### config.mk
export PLATFORM = sky130hd
export DESIGN_NAME = tcce_sequencer
export DESIGN_NICKNAME = d
export VERILOG_FILES = /design/src/hw/rtl/tcce_pkg.sv /design/src/hw/rtl/tcce_addr_unit.sv /design/src/hw/rtl/tcce_sequencer.sv
export SDC_FILE = /design/constraint.sdc
export NUM_CORES = 1
export LEC_CHECK = 0
export ABC_AREA = 0
export BUFFER_PORTS_ARGS = -buffer_cell sky130_fd_sc_hd__buf_2
export CAP_MARGIN = 25
export CORE_MARGIN = 1.5
export CORE_UTILIZATION = 50
export CTS_CLUSTER_SIZE = 8
export DETAILED_ROUTE_END_ITERATION = 16
export PLACE_DENSITY = 0.79
export SETUP_SLACK_MARGIN = 0.3
export SLEW_MARGIN = 5
export SYNTH_ARGS = -nofsm -noshare
export SYNTH_HDL_FRONTEND = slang
export SYNTH_HIERARCHICAL = 1
export SYNTH_SLANG_ARGS = --single-unit
### constraint.sdc
create_clock -name clk -period 6.9 [get_ports clk]
set_input_delay 0.345 -clock clk [delete_from_list [all_inputs] [get_ports clk]]
set_output_delay 0.345 -clock clk [all_outputs]
set_load 0.02 [all_outputs]
### src/hw/rtl/tcce_pkg.sv
`timescale 1ns / 1ps
`default_nettype none

package tcce_pkg;

  // Screen geometry
  localparam int COLUMNS = 80;
  localparam int ROWS    = 25;
  localparam int CELLS   = COLUMNS * ROWS;

  // Widths
  localparam int ADDR_W = $clog2(CELLS);
  localparam int COL_W  = 7;
  localparam int ROW_W  = 5;
  localparam int CELL_W = 16;
  localparam int OP_W   = 2;

  // Operation codes
  localparam logic [OP_W-1:0] OP_PUT    = 2'd0;
  localparam logic [OP_W-1:0] OP_CLEAR  = 2'd1;
  localparam logic [OP_W-1:0] OP_SETCUR = 2'd2;
  localparam logic [OP_W-1:0] OP_READ   = 2'd3;

  // Character codes
  localparam logic [7:0] CODE_NEWLINE   = 8'd10;
  localparam logic [7:0] CODE_BACKSPACE = 8'd8;
  localparam logic [7:0] CODE_SPACE     = 8'd32;

  // Attribute after reset
  localparam logic [7:0] RESET_ATTR = 8'd7;

  // Memory access request from the sequencer
  typedef struct packed {
    logic              we;
    logic [ADDR_W-1:0] waddr;
    logic [CELL_W-1:0] wdata;
    logic              re;
    logic [ADDR_W-1:0] raddr;
  } mem_req_t;

endpackage

`default_nettype wire

### src/hw/rtl/tcce_addr_unit.sv
`timescale 1ns / 1ps
`default_nettype none

module tcce_addr_unit (
  input  wire logic [tcce_pkg::ROW_W-1:0]  row,
  input  wire logic [tcce_pkg::ADDR_W-1:0] col,
  output logic      [tcce_pkg::ADDR_W-1:0] addr
);

  logic [tcce_pkg::ADDR_W:0] prod;
  logic [tcce_pkg::ADDR_W:0] sum;

  // Linear cell index: row times the row pitch plus the column offset
  always_comb begin
    prod = (tcce_pkg::ADDR_W+1)'(row) * (tcce_pkg::ADDR_W+1)'(tcce_pkg::COLUMNS);
    sum  = prod + (tcce_pkg::ADDR_W+1)'(col);
    addr = sum[tcce_pkg::ADDR_W-1:0];
  end

endmodule

`default_nettype wire

### src/hw/rtl/tcce_sequencer.sv
`timescale 1ns / 1ps
`default_nettype none

module tcce_sequencer (
  input  wire logic                         clk,
  input  wire logic                         rst_n,
  input  wire logic                         start,
  output logic                              busy,
  input  wire logic [tcce_pkg::OP_W-1:0]    in_operation,
  input  wire logic [7:0]                   in_char_code,
  input  wire logic [tcce_pkg::COL_W-1:0]   in_column,
  input  wire logic [tcce_pkg::ROW_W-1:0]   in_row,
  input  wire logic [7:0]                   attr,
  output tcce_pkg::mem_req_t                mem_req,
  input  wire logic [tcce_pkg::CELL_W-1:0]  mem_rdata,
  output logic                              out_valid,
  output logic [tcce_pkg::COL_W-1:0]        out_cursor_column,
  output logic [tcce_pkg::ROW_W-1:0]        out_cursor_row,
  output logic [7:0]                        out_cell_char,
  output logic [7:0]                        out_cell_attribute
);

  localparam int AW = tcce_pkg::ADDR_W;
  localparam int CW = tcce_pkg::COL_W;
  localparam int RW = tcce_pkg::ROW_W;

  localparam logic [3:0] S_INIT     = 4'd0;
  localparam logic [3:0] S_IDLE     = 4'd1;
  localparam logic [3:0] S_PUT      = 4'd2;
  localparam logic [3:0] S_FILL     = 4'd3;
  localparam logic [3:0] S_SCROLL   = 4'd4;
  localparam logic [3:0] S_SCR_TAIL = 4'd5;
  localparam logic [3:0] S_WRITE    = 4'd6;
  localparam logic [3:0] S_BS_RD    = 4'd7;
  localparam logic [3:0] S_BS_WR    = 4'd8;
  localparam logic [3:0] S_READ     = 4'd9;
  localparam logic [3:0] S_DONE     = 4'd10;

  localparam logic [AW-1:0] PTR_LAST = AW'(tcce_pkg::CELLS - 1);
  localparam logic [AW-1:0] COPY_END = AW'(tcce_pkg::CELLS - tcce_pkg::COLUMNS);
  localparam logic [CW-1:0] COL_MAX  = CW'(tcce_pkg::COLUMNS - 1);
  localparam logic [CW-1:0] COL_WRAP = CW'(tcce_pkg::COLUMNS);
  localparam logic [RW-1:0] ROW_MAX  = RW'(tcce_pkg::ROWS - 1);

  logic [3:0]                state_r, state_nxt;
  logic [AW-1:0]             ptr_r, ptr_nxt;
  logic [tcce_pkg::OP_W-1:0] op_r, op_nxt;
  logic [7:0]                char_r, char_nxt;
  logic [CW-1:0]             col_r, col_nxt;
  logic [RW-1:0]             row_r, row_nxt;
  logic [CW-1:0]             cur_col_r, cur_col_nxt;
  logic [RW-1:0]             cur_row_r, cur_row_nxt;
  logic                      dly_v_r, dly_v_nxt;
  logic [AW-1:0]             dly_addr_r, dly_addr_nxt;
  logic                      dly_copy_r, dly_copy_nxt;
  logic                      out_valid_r, out_valid_nxt;
  logic [CW-1:0]             out_col_r, out_col_nxt;
  logic [RW-1:0]             out_row_r, out_row_nxt;
  logic [7:0]                out_char_r, out_char_nxt;
  logic [7:0]                out_attr_r, out_attr_nxt;

  logic [RW-1:0]             au_row;
  logic [AW-1:0]             au_col;
  logic [AW-1:0]             au_addr;
  logic [CW-1:0]             sat_col;
  logic [RW-1:0]             sat_row;
  logic                      copy_phase;
  logic [tcce_pkg::CELL_W-1:0] blank;

  // Shared index unit
  tcce_addr_unit u_addr (
    .row  (au_row),
    .col  (au_col),
    .addr (au_addr)
  );

  assign sat_col    = (col_r >= COL_WRAP) ? COL_MAX : col_r;
  assign sat_row    = (row_r > ROW_MAX) ? ROW_MAX : row_r;
  assign copy_phase = (ptr_r < COPY_END);
  assign blank      = {attr, tcce_pkg::CODE_SPACE};

  // Steer the index unit: scroll source, read position or cursor
  always_comb begin
    case (state_r)
      S_SCROLL: begin
        au_row = RW'(1);
        au_col = ptr_r;
      end
      S_READ: begin
        au_row = sat_row;
        au_col = AW'(sat_col);
      end
      default: begin
        au_row = cur_row_r;
        au_col = AW'(cur_col_r);
      end
    endcase
  end

  // Sequencer
  always_comb begin
    state_nxt     = state_r;
    ptr_nxt       = ptr_r;
    op_nxt        = op_r;
    char_nxt      = char_r;
    col_nxt       = col_r;
    row_nxt       = row_r;
    cur_col_nxt   = cur_col_r;
    cur_row_nxt   = cur_row_r;
    dly_v_nxt     = 1'b0;
    dly_addr_nxt  = dly_addr_r;
    dly_copy_nxt  = dly_copy_r;
    out_valid_nxt = 1'b0;
    out_col_nxt   = out_col_r;
    out_row_nxt   = out_row_r;
    out_char_nxt  = out_char_r;
    out_attr_nxt  = out_attr_r;
    mem_req       = '0;

    case (state_r)
      // Clearing pass after reset
      S_INIT: begin
        mem_req.we    = 1'b1;
        mem_req.waddr = ptr_r;
        mem_req.wdata = {tcce_pkg::RESET_ATTR, tcce_pkg::CODE_SPACE};
        ptr_nxt       = ptr_r + 1'b1;
        if (ptr_r == PTR_LAST) begin
          ptr_nxt   = '0;
          state_nxt = S_IDLE;
        end
      end

      // Take a transaction and dispatch on the operation
      S_IDLE: begin
        if (start) begin
          op_nxt   = in_operation;
          char_nxt = in_char_code;
          col_nxt  = in_column;
          row_nxt  = in_row;
          ptr_nxt  = '0;
          case (in_operation)
            tcce_pkg::OP_PUT:   state_nxt = S_PUT;
            tcce_pkg::OP_CLEAR: state_nxt = S_FILL;
            tcce_pkg::OP_SETCUR: begin
              cur_col_nxt = (in_column >= COL_WRAP) ? COL_MAX : in_column;
              cur_row_nxt = (in_row > ROW_MAX) ? ROW_MAX : in_row;
              state_nxt   = S_DONE;
            end
            default: state_nxt = S_READ;
          endcase
        end
      end

      // Cursor movement for a put
      S_PUT: begin
        if (char_r == tcce_pkg::CODE_NEWLINE) begin
          cur_col_nxt = '0;
          if (cur_row_r == ROW_MAX) begin
            state_nxt = S_SCROLL;
          end else begin
            cur_row_nxt = cur_row_r + 1'b1;
            state_nxt   = S_DONE;
          end
        end else if (char_r == tcce_pkg::CODE_BACKSPACE) begin
          if (cur_col_r != '0) begin
            cur_col_nxt = cur_col_r - 1'b1;
          end else if (cur_row_r != '0) begin
            cur_row_nxt = cur_row_r - 1'b1;
            cur_col_nxt = COL_MAX;
          end
          state_nxt = S_BS_RD;
        end else if (cur_col_r >= COL_WRAP) begin
          cur_col_nxt = '0;
          if (cur_row_r == ROW_MAX) begin
            state_nxt = S_SCROLL;
          end else begin
            cur_row_nxt = cur_row_r + 1'b1;
            state_nxt   = S_WRITE;
          end
        end else begin
          state_nxt = S_WRITE;
        end
      end

      // Fill the screen with blanks in the current attribute
      S_FILL: begin
        mem_req.we    = 1'b1;
        mem_req.waddr = ptr_r;
        mem_req.wdata = blank;
        ptr_nxt       = ptr_r + 1'b1;
        if (ptr_r == PTR_LAST) begin
          ptr_nxt     = '0;
          cur_col_nxt = '0;
          cur_row_nxt = '0;
          state_nxt   = S_DONE;
        end
      end

      // Scroll: read one row down, write it back in the next cycle; blank the last row
      S_SCROLL: begin
        mem_req.re    = copy_phase;
        mem_req.raddr = au_addr;
        mem_req.we    = dly_v_r;
        mem_req.waddr = dly_addr_r;
        mem_req.wdata = dly_copy_r ? mem_rdata : blank;
        dly_v_nxt     = 1'b1;
        dly_addr_nxt  = ptr_r;
        dly_copy_nxt  = copy_phase;
        ptr_nxt       = ptr_r + 1'b1;
        if (ptr_r == PTR_LAST) begin
          ptr_nxt   = '0;
          state_nxt = S_SCR_TAIL;
        end
      end

      // Drain the last delayed write of the scroll
      S_SCR_TAIL: begin
        mem_req.we    = dly_v_r;
        mem_req.waddr = dly_addr_r;
        mem_req.wdata = dly_copy_r ? mem_rdata : blank;
        cur_row_nxt   = ROW_MAX;
        state_nxt     = (char_r == tcce_pkg::CODE_NEWLINE) ? S_DONE : S_WRITE;
      end

      // Write a printable character and advance
      S_WRITE: begin
        mem_req.we    = 1'b1;
        mem_req.waddr = au_addr;
        mem_req.wdata = {attr, char_r};
        cur_col_nxt   = cur_col_r + 1'b1;
        state_nxt     = S_DONE;
      end

      // Backspace: fetch the cell, then blank its character only
      S_BS_RD: begin
        mem_req.re    = 1'b1;
        mem_req.raddr = au_addr;
        state_nxt     = S_BS_WR;
      end

      S_BS_WR: begin
        mem_req.we    = 1'b1;
        mem_req.waddr = au_addr;
        mem_req.wdata = {mem_rdata[15:8], tcce_pkg::CODE_SPACE};
        state_nxt     = S_DONE;
      end

      // Read cell at the saturated position
      S_READ: begin
        mem_req.re    = 1'b1;
        mem_req.raddr = au_addr;
        state_nxt     = S_DONE;
      end

      // Register the result
      S_DONE: begin
        out_valid_nxt = 1'b1;
        out_col_nxt   = cur_col_r;
        out_row_nxt   = cur_row_r;
        if (op_r == tcce_pkg::OP_READ) begin
          out_char_nxt = mem_rdata[7:0];
          out_attr_nxt = mem_rdata[15:8];
        end else begin
          out_char_nxt = '0;
          out_attr_nxt = '0;
        end
        state_nxt = S_IDLE;
      end

      default: state_nxt = S_IDLE;
    endcase
  end

  always_ff @(posedge clk) begin
    if (!rst_n) begin
      state_r     <= S_INIT;
      ptr_r       <= '0;
      cur_col_r   <= '0;
      cur_row_r   <= '0;
      dly_v_r     <= 1'b0;
      out_valid_r <= 1'b0;
    end else begin
      state_r     <= state_nxt;
      ptr_r       <= ptr_nxt;
      cur_col_r   <= cur_col_nxt;
      cur_row_r   <= cur_row_nxt;
      dly_v_r     <= dly_v_nxt;
      out_valid_r <= out_valid_nxt;
    end
  end

  // Payload registers
  always_ff @(posedge clk) begin
    op_r       <= op_nxt;
    char_r     <= char_nxt;
    col_r      <= col_nxt;
    row_r      <= row_nxt;
    dly_addr_r <= dly_addr_nxt;
    dly_copy_r <= dly_copy_nxt;
    out_col_r  <= out_col_nxt;
    out_row_r  <= out_row_nxt;
    out_char_r <= out_char_nxt;
    out_attr_r <= out_attr_nxt;
  end

  assign busy               = (state_r != S_IDLE);
  assign out_valid          = out_valid_r;
  assign out_cursor_column  = out_col_r;
  assign out_cursor_row     = out_row_r;
  assign out_cell_char      = out_char_r;
  assign out_cell_attribute = out_attr_r;

  // Cursor row never leaves the screen
  a_row_range: assert property (@(posedge clk) disable iff (!rst_n)
    cur_row_r <= ROW_MAX)
    else $error("cursor row out of range");

  // Cursor column at most the wrap-pending value
  a_col_range: assert property (@(posedge clk) disable iff (!rst_n)
    cur_col_r <= COL_WRAP)
    else $error("cursor column out of range");

  // Store writes stay inside the screen
  a_waddr_range: assert property (@(posedge clk) disable iff (!rst_n)
    mem_req.we |-> (mem_req.waddr <= PTR_LAST))
    else $error("store write beyond the screen");

  // A result strobe lasts one cycle and comes with the block ready
  a_strobe_single: assert property (@(posedge clk) disable iff (!rst_n)
    out_valid_r |-> (!busy && $past(state_r) == S_DONE))
    else $error("result strobe outside its slot");

endmodule

`default_nettype wire

### Word-level counts from Yosys, hierarchy flattened

Cells that the tools add are included.

* flip-flop bits (word level): 91
* bits of input ports: 49
* output and inout bits: 70
* word-level logic and storage cells: 117

* add/subtract/negate cells: 6
* $mul: 1
* $lt $le $gt $ge: 6
* eq/ne operators: 27
* multiplexer cells: 45
* reduce and logical (&&, ||, !) cells: 16

Operator list (number)
* one-hot mux 28 bit (5 select lines): 1
* 2-to-1 mux 7 bit: 10
* 2-to-1 mux 5 bit: 11
* one-hot mux 11 bit (2 select lines): 2
* 2-to-1 mux 4 bit: 9
* one-hot mux 4 bit (8 select lines): 1
* one-hot mux 7 bit (4 select lines): 1
* one-hot mux 12 bit (2 select lines): 1
* 2-to-1 mux 11 bit: 2
* >= comparator 7 bit, second input constant: 3
* one-hot mux 5 bit (4 select lines): 1
* equality test 4 x 3 -> 1 bit, second input constant: 4
* equality test 8 x 4 -> 1 bit, second input constant: 2
* 2-to-1 mux 16 bit: 1
* equality test 4 bit, second input constant: 3
* inequality test 4 bit, second input constant: 3
* one-hot mux 4 bit (3 select lines): 1
* adder 11 x 1 -> 11 bit, second input constant: 1
* adder 11 bit: 1
* equality test 11 bit, second input constant: 1
* < comparator 11 bit, second input constant: 1
* greater-than comparator 5 bit, second input constant: 2
* inequality test 2 bit, second input constant: 5
* one-hot mux 5 bit (2 select lines): 1
* 26 further kinds: 33

### Longest topological paths before layout

Gate-level depths: netlist (run 1).

* word-level depth: 6
* depth in mapped cells: 16
* mapped depth without buffers: 15

### Modules after synthesis

Netlist (run 1), hierarchy kept.

Modules (own cells, without submodules)
* tcce_sequencer: instances 1, cells an instance 511, area each 4974.8 um^2
* tcce_addr_unit: instances 1, cells an instance 47, area each 429.2 um^2

### Worst setup path before layout (run 1)

OpenSTA, ideal clock, no wires.

* kind: reg2out
* start point: register state_r[2]
* end point: output mem_req[38] in the netlist's numbering
* data arrival time: 3812 ps
* required time: 6555 ps
* path slack: 2743 ps
* stages on the path, launching flop included: 17
* path buffers: 2
* cell sequence: dfxtp_1 > clkbuf_1 > nand2_1 > nor3_1 > nor2_1 > clkbuf_1 > a32o_1 > ha_1 > ha_1 > fa_1 > xor2_1 > ha_1 > a21oi_1 > o21ai_2 > xnor2_1 > a222oi_1 > inv_1

RTL lines
* start, declared: line tcce_sequencer.sv:45 `logic [3:0] state_r, state_nxt;`
* start signal, assigned: line tcce_sequencer.sv:283 `state_r <= state_nxt;`
* end, declared: line tcce_sequencer.sv:14 `output tcce_pkg::mem_req_t mem_req,`

==> load_flow_metrics.sql, run 1 <==
INSERT INTO impl_metrics (metric_group, metric, value, unit) VALUES
('final_layout', 'nNetsFinal', '721', ''),
('sta', 'setup_slack', '1200', 'ps'),
('global_route', 'antenna_found_initial', '0', ''),
('placed_design', 'detailedPlacementHpwl', '10500', 'um'),
('routing', 'detail_route.drc_violations', '0', ''),
('global_route', 'grt_overflow_total', '0', ''),
('setup_path', 'r2r-start', 'state_r[1]', ''),
('clock_network', 'insertion_delay', '360', 'ps'),
('clock_network', 'post_cts_resized', '0', ''),
('synthesis', 'post_synth_instance_area', '5400', 'um2'),
('sta', 'slew_headroom', '0.343', ''),
('sta', 'min_period', '5700', 'ps'),
('synthesis', 'synth_seq_cells', '91', ''),
('power_and_ir_drop', 'leakagePower', '2.66', 'nW'),
('power_and_ir_drop', 'power.switching', '0.222', 'mW'),
('sta', 'timing.final.crit_share', '0.826', ''),
('global_route', 'first_global_vias', '4568', ''),
('setup_path', 'worstPathArrival', '5360', 'ps'),
('routing', 'via_per_inst', '6.14', ''),
('sta', 'tightest_slew', '983', 'ps'),
('synthesis', 'synth-xor-area-share', '0.0273', ''),
('run', 'max-cap-violations', '0', ''),
('synthesis', 'synth_async_sr_flop_share', '0', ''),
('synthesis', 'post-synth-top-area-fraction', '0.345', ''),
('die', 'core.rowCount', '37', ''),
('run_status', 'run_status', 'complete, no violations', ''),
('synthesis', 'synth_compound_gate_area_share', '0.213', ''),
('global_route', 'grt_use_total', '0.253', ''),
('clock_network', 'postCtsSetupBuffers', '0', ''),
('synthesis', 'post-synth-top-area-cell', 'sky130_fd_sc_hd__edfxtp_1', ''),
('sta', 'clock-skew-final', '19.7', 'ps'),
('power_and_ir_drop', 'switching_share', '0.225', ''),
('synthesis', 'post_synth_inst_count', '558', ''),
('die', 'floorplan.core_area', '10400', 'um2'),
('setup_path', 'timing.critical_path.from_type', 'register', ''),
('sta', 'setup_repair_after_global_routing_missed_its_margin', 'false', ''),
('clock_network', 'holdBufCountCts', '0', ''),
('die', 'chipHeight', '107', 'um'),
('power_and_ir_drop', 'internal_power', '0.763', 'mW'),
('final_layout', 'num_antenna_cells', '0', ''),
('die', 'floorplan.die.width', '107', 'um'),
('synthesis', 'yosys-top-cells-area', 'sky130_fd_sc_hd__edfxtp_1, sky130_fd_sc_hd__dfxtp_1, sky130_fd_sc_hd__ha_1', ''),
('routing', 'finalWirelength', '14300', 'um'),
('setup_path', 'regToRegSetupSlack', '3870', 'ps'),
('setup_path', 'worst-path-max-fanout', '26', ''),
('routing', 'drt-pass1-iter-count', '8', ''),
('synthesis', 'main_combinational_cell_family_by_area_after_synthesis', 'compound AO/OA/AOI/OAI gates', ''),
('clock_network', 'cts.htree.levels', '3', ''),
('placed_design', 'io_buffers', '118', ''),
('global_route', 'largest_net_degree_at_the_start_of_global_routing', '34', ''),
('synthesis', 'synthAdderAreaFrac', '0.0491', ''),
('sta', 'setup_tns', '0', 'ps'),
('synthesis', 'syn_nets', '627', ''),
('clock_network', 'cts.sinks', '91', ''),
('setup_path', 'path_class', 'register to primary output', ''),
('die', 'fp.dieArea', '11400', 'um2'),
('placed_design', 'routabilityCongestion', '0.874', ''),
('routing', 'post_drt_wl_per_cell', '18.0', 'um'),
('synthesis', 'synth.distinct_cells', '75', ''),
('clock_network', 'cts_tree', 'done', ''),
('power_and_ir_drop', 'combinationalPowerShare', '0.037', ''),
('sta', 'max_freq', '175', 'MHz'),
('synthesis', 'synth_enable_flop_cells', '62', ''),
('clock_network', 'clkSlewWorstSetupHoldPaths', '100', 'ps'),
('synthesis', 'yosys_most_used_dff', 'sky130_fd_sc_hd__edfxtp_1', ''),
('setup_path', 'worstSetupEndpoint', 'mem_req[38]', ''),
('placed_design', 'pre_cts_slack', '1700', 'ps'),
('min_path', 'hold_start', 'in_char_code[1]', ''),
('setup_path', 'setup.worst_path.end_class', 'primary output', ''),
('global_route', 'global_route_wire_length_before_repair', '22700', 'um'),
('final_layout', 'area.growth.synth_to_final', '15.7', '%');
power by group through the flow:
| stage | sequential [mW] | clock [mW] | combinational [mW] |
|---|---|---|---|
| after detailed placement | 0.595 | 0 | 0.0358 |
| after CTS | 0.582 | 0.372 | 0.0362 |
| after global routing | 0.583 | 0.389 | 0.0397 |
| after global placement | 0.595 | 0 | 0.0347 |
| after floorplan | 0.594 | 0 | 0.0146 |
| final | 0.582 | 0.366 | 0.0364 |
cells in the final DEF, fill, tap and decap left out, types with 6 or more instances in the layout:
| cell | instances |
|---|---|
| sky130_fd_sc_hd__and2_1 | 18 |
| sky130_fd_sc_hd__ha_1 | 18 |
| sky130_fd_sc_hd__nor3_1 | 7 |
| sky130_fd_sc_hd__o21a_1 | 6 |
| sky130_fd_sc_hd__nand2b_1 | 6 |
| sky130_fd_sc_hd__a22o_1 | 14 |
| sky130_fd_sc_hd__o21ai_1 | 12 |
| sky130_fd_sc_hd__clkbuf_8 | 10 |
| sky130_fd_sc_hd__a21oi_1 | 22 |
| sky130_fd_sc_hd__xnor2_1 | 10 |
| sky130_fd_sc_hd__a211oi_1 | 7 |
| sky130_fd_sc_hd__nand2_1 | 55 |
| sky130_fd_sc_hd__edfxtp_1 | 62 |
| sky130_fd_sc_hd__a222oi_1 | 11 |
| sky130_fd_sc_hd__a31oi_1 | 6 |
| sky130_fd_sc_hd__and3_1 | 25 |
| sky130_fd_sc_hd__nor2_1 | 39 |
| sky130_fd_sc_hd__o21ai_0 | 26 |
| sky130_fd_sc_hd__a22oi_1 | 11 |
| sky130_fd_sc_hd__dfxtp_1 | 29 |
| sky130_fd_sc_hd__buf_2 | 118 |
| sky130_fd_sc_hd__nand3_1 | 19 |
| sky130_fd_sc_hd__inv_1 | 24 |
cell type report:
type | count | area (um2) | area share
multi-input combinational | 402 | 2700 | 0.432
inverter | 24 | 90.1 | 0.0144
timing repair buffer | 124 | 643 | 0.103
tap | 136 | 170 | 0.0272
sequential | 91 | 2440 | 0.391
clock buffer | 11 | 163 | 0.0260
clock inverter | 5 | 40.0 | 0.00641
metal layers:
layer | global-route usage | routed length (um)
met5 | 0 | 0
met4 | 0.0876 | 274
met3 | 0.0389 | 994
met2 | 0.428 | 7110
met1 | 0.330 | 5890
critical path, cell delays in order (launching register included):
cell	delay, ps
sky130_fd_sc_hd__dfxtp_1	850
sky130_fd_sc_hd__inv_1	330
sky130_fd_sc_hd__nand2_1	220
sky130_fd_sc_hd__nor3_2	60
sky130_fd_sc_hd__buf_4	270
sky130_fd_sc_hd__nor2_1	650
sky130_fd_sc_hd__a32o_1	290
sky130_fd_sc_hd__ha_1	260
sky130_fd_sc_hd__ha_1	220
sky130_fd_sc_hd__fa_1	380
sky130_fd_sc_hd__xor2_1	150
sky130_fd_sc_hd__ha_1	320
sky130_fd_sc_hd__a21oi_1	190
sky130_fd_sc_hd__o21ai_2	80
sky130_fd_sc_hd__xnor2_1	150
sky130_fd_sc_hd__a222oi_1	350
sky130_fd_sc_hd__inv_1	60
sky130_fd_sc_hd__buf_2	160
synthesized netlist by cell type, drive strengths merged (14+ instances only):
cell	count
edfxtp	62
nand2	55
nor2	39
o21ai	39
clkbuf	33
dfxtp	29
a21oi	25
and3	25
inv	24
nand3	19
and2	18
ha	18
a22o	14
per-stage QoR:
stage	power (mW)	hold slack (ps)	utilization	instance area (um2)
floorplan	0.608	403	-	5400
finish	0.985	153	0.600	6250
CTS	0.991	137	0.599	6240
global placement	0.630	524	0.579	6030
global route	1.01	136	0.600	6250
detailed placement	0.631	524	0.579	6030
registers in the layout, summed over array words and instances, names as in the netlist:
register            cells
col_r                   7
op_r                    2
dly_v_r                 1
state_r                 4
out_valid               1
ptr_r                  11
out_cell_attribute      8
char_r                  8
dly_copy_r              1
cur_col_r               7
out_cursor_row          5
out_cursor_column       7
dly_addr_r             11
row_r                   5
cur_row_r               5
out_cell_char           8
cell families (layout without fill, tap and decap cells):
family	Yosys count	after routing
xor+xnor	16	16
flops	91	91
fa+ha+maj	20	20
simple gates	210	210
buf+inv	65	164
compound gates	156	156
worst min path at each step:
stage | depth (start not counted) | to | slack, ps
2_1_floorplan | 0 | dly_addr_r[7] | 400
3_3_place_gp | 1 | char_r[0] | 520
3_5_place_dp | 1 | char_r[2] | 520
4_1_cts | 1 | char_r[2] | 140
5_1_grt | 1 | char_r[1] | 140
6_report | 1 | char_r[1] | 150
Note: power is estimated with default switching activity, not from simulation.
==> run 2, diff against run 1 <==
- PLACE_DENSITY: 0.79 -> 0.82
- clock period: 6.9 -> 5.2 ns (I/O delays scaled with it)
==> run 2 against run 1 <==
Compared with the run above: register-to-register slack got worse by 1400 ps; sequential power up 33%; flip-flop and latch count unchanged; cell count grew 0.63%; clock power increased by 33%; sequential share of layout area decreased by 0.23 points; first-iteration DRC count fell by 11%; clock skew fell by 9.6 ps; via count shrank 0.64%; clock-buffer cell count is 1 higher; total power is 33% higher; global-route usage shrank 0.15 points; largest power group unchanged.
==> load_flow_metrics.sql, run 2 (synthesized netlist as in run 1, its figures left out) <==
INSERT INTO impl_metrics (metric_group, metric, value, unit) VALUES
('global_route', 'largest_net_degree_at_the_start_of_global_routing', '33', ''),
('routing', 'via_per_inst', '6.07', ''),
('clock_network', 'clkSlewWorstSetupHoldPaths', '90', 'ps'),
('die', 'floorplan.core_area', '10400', 'um2'),
('clock_network', 'cts.sinks', '91', ''),
('setup_path', 'worstPathRequired', '4940', 'ps'),
('power_and_ir_drop', 'design_power_total', '1.31', 'mW'),
('routing', 'drt-pass1-iter-count', '7', ''),
('routing', 'number_of_vias_in_the_routed_layout', '4841', ''),
('sta', 'setup_repair_after_global_routing_missed_its_margin', 'false', ''),
('placed_design', 'io_buffers', '118', ''),
('placed_design', 'routabilityCongestion', '0.972', ''),
('routing', 'drtIter0Drc', '539', ''),
('clock_network', 'cts.htree.levels', '3', ''),
('sta', 'max_freq', '221', 'MHz'),
('sta', 'tightest_slew', '1050', 'ps'),
('clock_network', 'holdBufCountCts', '0', ''),
('global_route', 'grt_overflow_total', '0', ''),
('power_and_ir_drop', 'switching_share', '0.214', ''),
('die', 'core.rowCount', '37', ''),
('power_and_ir_drop', 'power_density', '208', 'nW/um2'),
('power_and_ir_drop', 'leakagePower', '2.68', 'nW'),
('die', 'top_level_ports', '119', ''),
('sta', 'slew_headroom', '0.294', ''),
('run_status', 'run_status', 'complete, no violations', ''),
('sta', 'clock-skew-final', '10.1', 'ps'),
('setup_path', 'path_class', 'register to primary output', ''),
('global_route', 'first_global_vias', '4686', ''),
('die', 'initial_cell_density_of_the_core', '0.519', ''),
('routing', 'detail_route.drc_violations', '0', ''),
('placed_design', 'dp.cells', '781', ''),
('global_route', 'antenna_found_initial', '0', ''),
('final_layout', 'area.growth.synth_to_final', '16.3', '%'),
('routing', 'post_drt_wl_per_cell', '17.7', 'um'),
('sta', 'timing_max_transition_violations_final', '0', ''),
('setup_path', 'timing.critical_path.from_type', 'register', ''),
('clock_network', 'cts-root-buf', 'sky130_fd_sc_hd__clkbuf_8', ''),
('run', 'max-cap-violations', '0', ''),
('placed_design', 'detailedPlacementHpwl', '10400', 'um'),
('die', 'fp.dieArea', '11400', 'um2'),
('power_and_ir_drop', 'power.clock.fraction', '0.371', ''),
('clock_network', 'numCtsBuffers', '9', ''),
('setup_path', 'worst-path-max-fanout', '8', ''),
('final_layout', 'commonest_cells_after_routing_fill_and_taps_aside', 'sky130_fd_sc_hd__buf_2, sky130_fd_sc_hd__edfxtp_1, sky130_fd_sc_hd__nand2_1', ''),
('global_route', 'grt_use_total', '0.251', ''),
('setup_path', 'setup.worst_path.end_class', 'primary output', ''),
('final_layout', 'num_antenna_cells', '0', ''),
('sta', 'timing.final.crit_share', '0.869', ''),
('clock_network', 'cts.path.max_buffers', '2', ''),
('min_path', 'hold_class', 'input port to register', ''),
('power_and_ir_drop', 'internal_power', '1.03', 'mW'),
('power_and_ir_drop', 'power.switching', '0.280', 'mW'),
('global_route', 'global_route_wire_length_before_repair', '22400', 'um'),
('setup_path', 'worstPathArrival', '4260', 'ps'),
('routing', 'finalWirelength', '14100', 'um'),
('final_layout', 'mostFrequentLayoutCell', 'sky130_fd_sc_hd__buf_2', ''),
('final_layout', 'top_regs', 'dly_addr_r x11, ptr_r x11', ''),
('routing', 'ant_nets', '0', ''),
('power_and_ir_drop', 'vdd.ir_drop.worst', '0.000130', 'V'),
('sta', 'timing.final.hold_violations', '0', ''),
('power_and_ir_drop', 'combinationalPowerShare', '0.037', ''),
('die', 'chipHeight', '107', 'um'),
('power_and_ir_drop', 'share_seq_of_total_power', '0.592', ''),
('final_layout', 'nNetsFinal', '726', ''),
('clock_network', 'insertion_delay', '370', 'ps'),
('final_layout', 'instances_no_fill', '798', ''),
('sta', 'setup-violations-final', '0', ''),
('die', 'floorplan.die.width', '107', 'um'),
('clock_network', 'cts_tree', 'done', ''),
('sta', 'setup_tns', '0', 'ps'),
('sta', 'min_period', '4520', 'ps'),
('final_layout', 'final_layout_size_suffix_gt1_frac', '0.249', '');
## run 2: path summary, 6_finish.rpt
kind / to / cells past startpoint / slack [ps] / startpoint
hold reg to reg: out_cursor_row[1] / 0 / 570 / cur_row_r[1]
setup reg to reg: cur_row_r[3] / 8 / 2500 / cur_col_r[0]
hold / removal: char_r[6] / 1 / 60 / in_char_code[6]
setup / recovery: mem_req[38] / 16 / 680 / state_r[1]
## run 2: layout make-up
class                           count  area, um2
Inverter                           24       90.1
Sequential cell                    91       2440
Fill cell                         893       4130
Clock buffer                       12        145
Multi-Input combinational cell    402       2710
Tap cell                          136        170
Timing Repair Buffer              129        681
Clock inverter                      4       51.3
## run 2: metrics by stage
stage	setup WS [ps]	util	instance area (um2)	hold slack, ps
2_1_floorplan	1130	-	5400	359
6_report	683	0.604	6290	61.0
4_1_cts	417	0.602	6270	50.2
5_1_grt	394	0.604	6290	50.5
3_3_place_gp	980	0.583	6070	440
3_5_place_dp	827	0.583	6070	439
## run 2: repair_timing
item                                    4_1_cts  5_1_grt
endpoints found under the setup margin        0        1
resized for setup                             0        1
buffers inserted                              0        0
## run 2: power groups by stage
stage                     Clock [mW]  Combinational (mW)  Sequential (mW)
after floorplan                    0              0.0194            0.788
after global placement             0              0.0458            0.789
after detailed placement           0              0.0468            0.790
after CTS                      0.488              0.0473            0.773
after global routing           0.514              0.0515            0.774
final                          0.485              0.0478            0.773
## run 2: critical path, stage by stage, from the launching register on
cell and delay (ps):
sky130_fd_sc_hd__dfxtp_1 320, sky130_fd_sc_hd__or2_1 330, sky130_fd_sc_hd__nor3_2 390, sky130_fd_sc_hd__buf_4 230, sky130_fd_sc_hd__nor2_1 40, sky130_fd_sc_hd__a311o_1 340
sky130_fd_sc_hd__ha_1 210, sky130_fd_sc_hd__ha_1 210, sky130_fd_sc_hd__fa_1 380, sky130_fd_sc_hd__xor2_1 150, sky130_fd_sc_hd__ha_1 330, sky130_fd_sc_hd__a21oi_1 190
sky130_fd_sc_hd__o21ai_2 80, sky130_fd_sc_hd__xnor2_1 140, sky130_fd_sc_hd__a222oi_1 320, sky130_fd_sc_hd__inv_1 60, sky130_fd_sc_hd__buf_2 160
## run 2: metal layers
layer / vias up / global-route usage / part of all wire
li1: 2281 / - / -
met1: 2324 / 0.324 / 0.42
met2: 206 / 0.412 / 0.49
met3: 30 / 0.0419 / 0.066
met4: 0 / 0.121 / 0.024
met5: - / 0 / 0
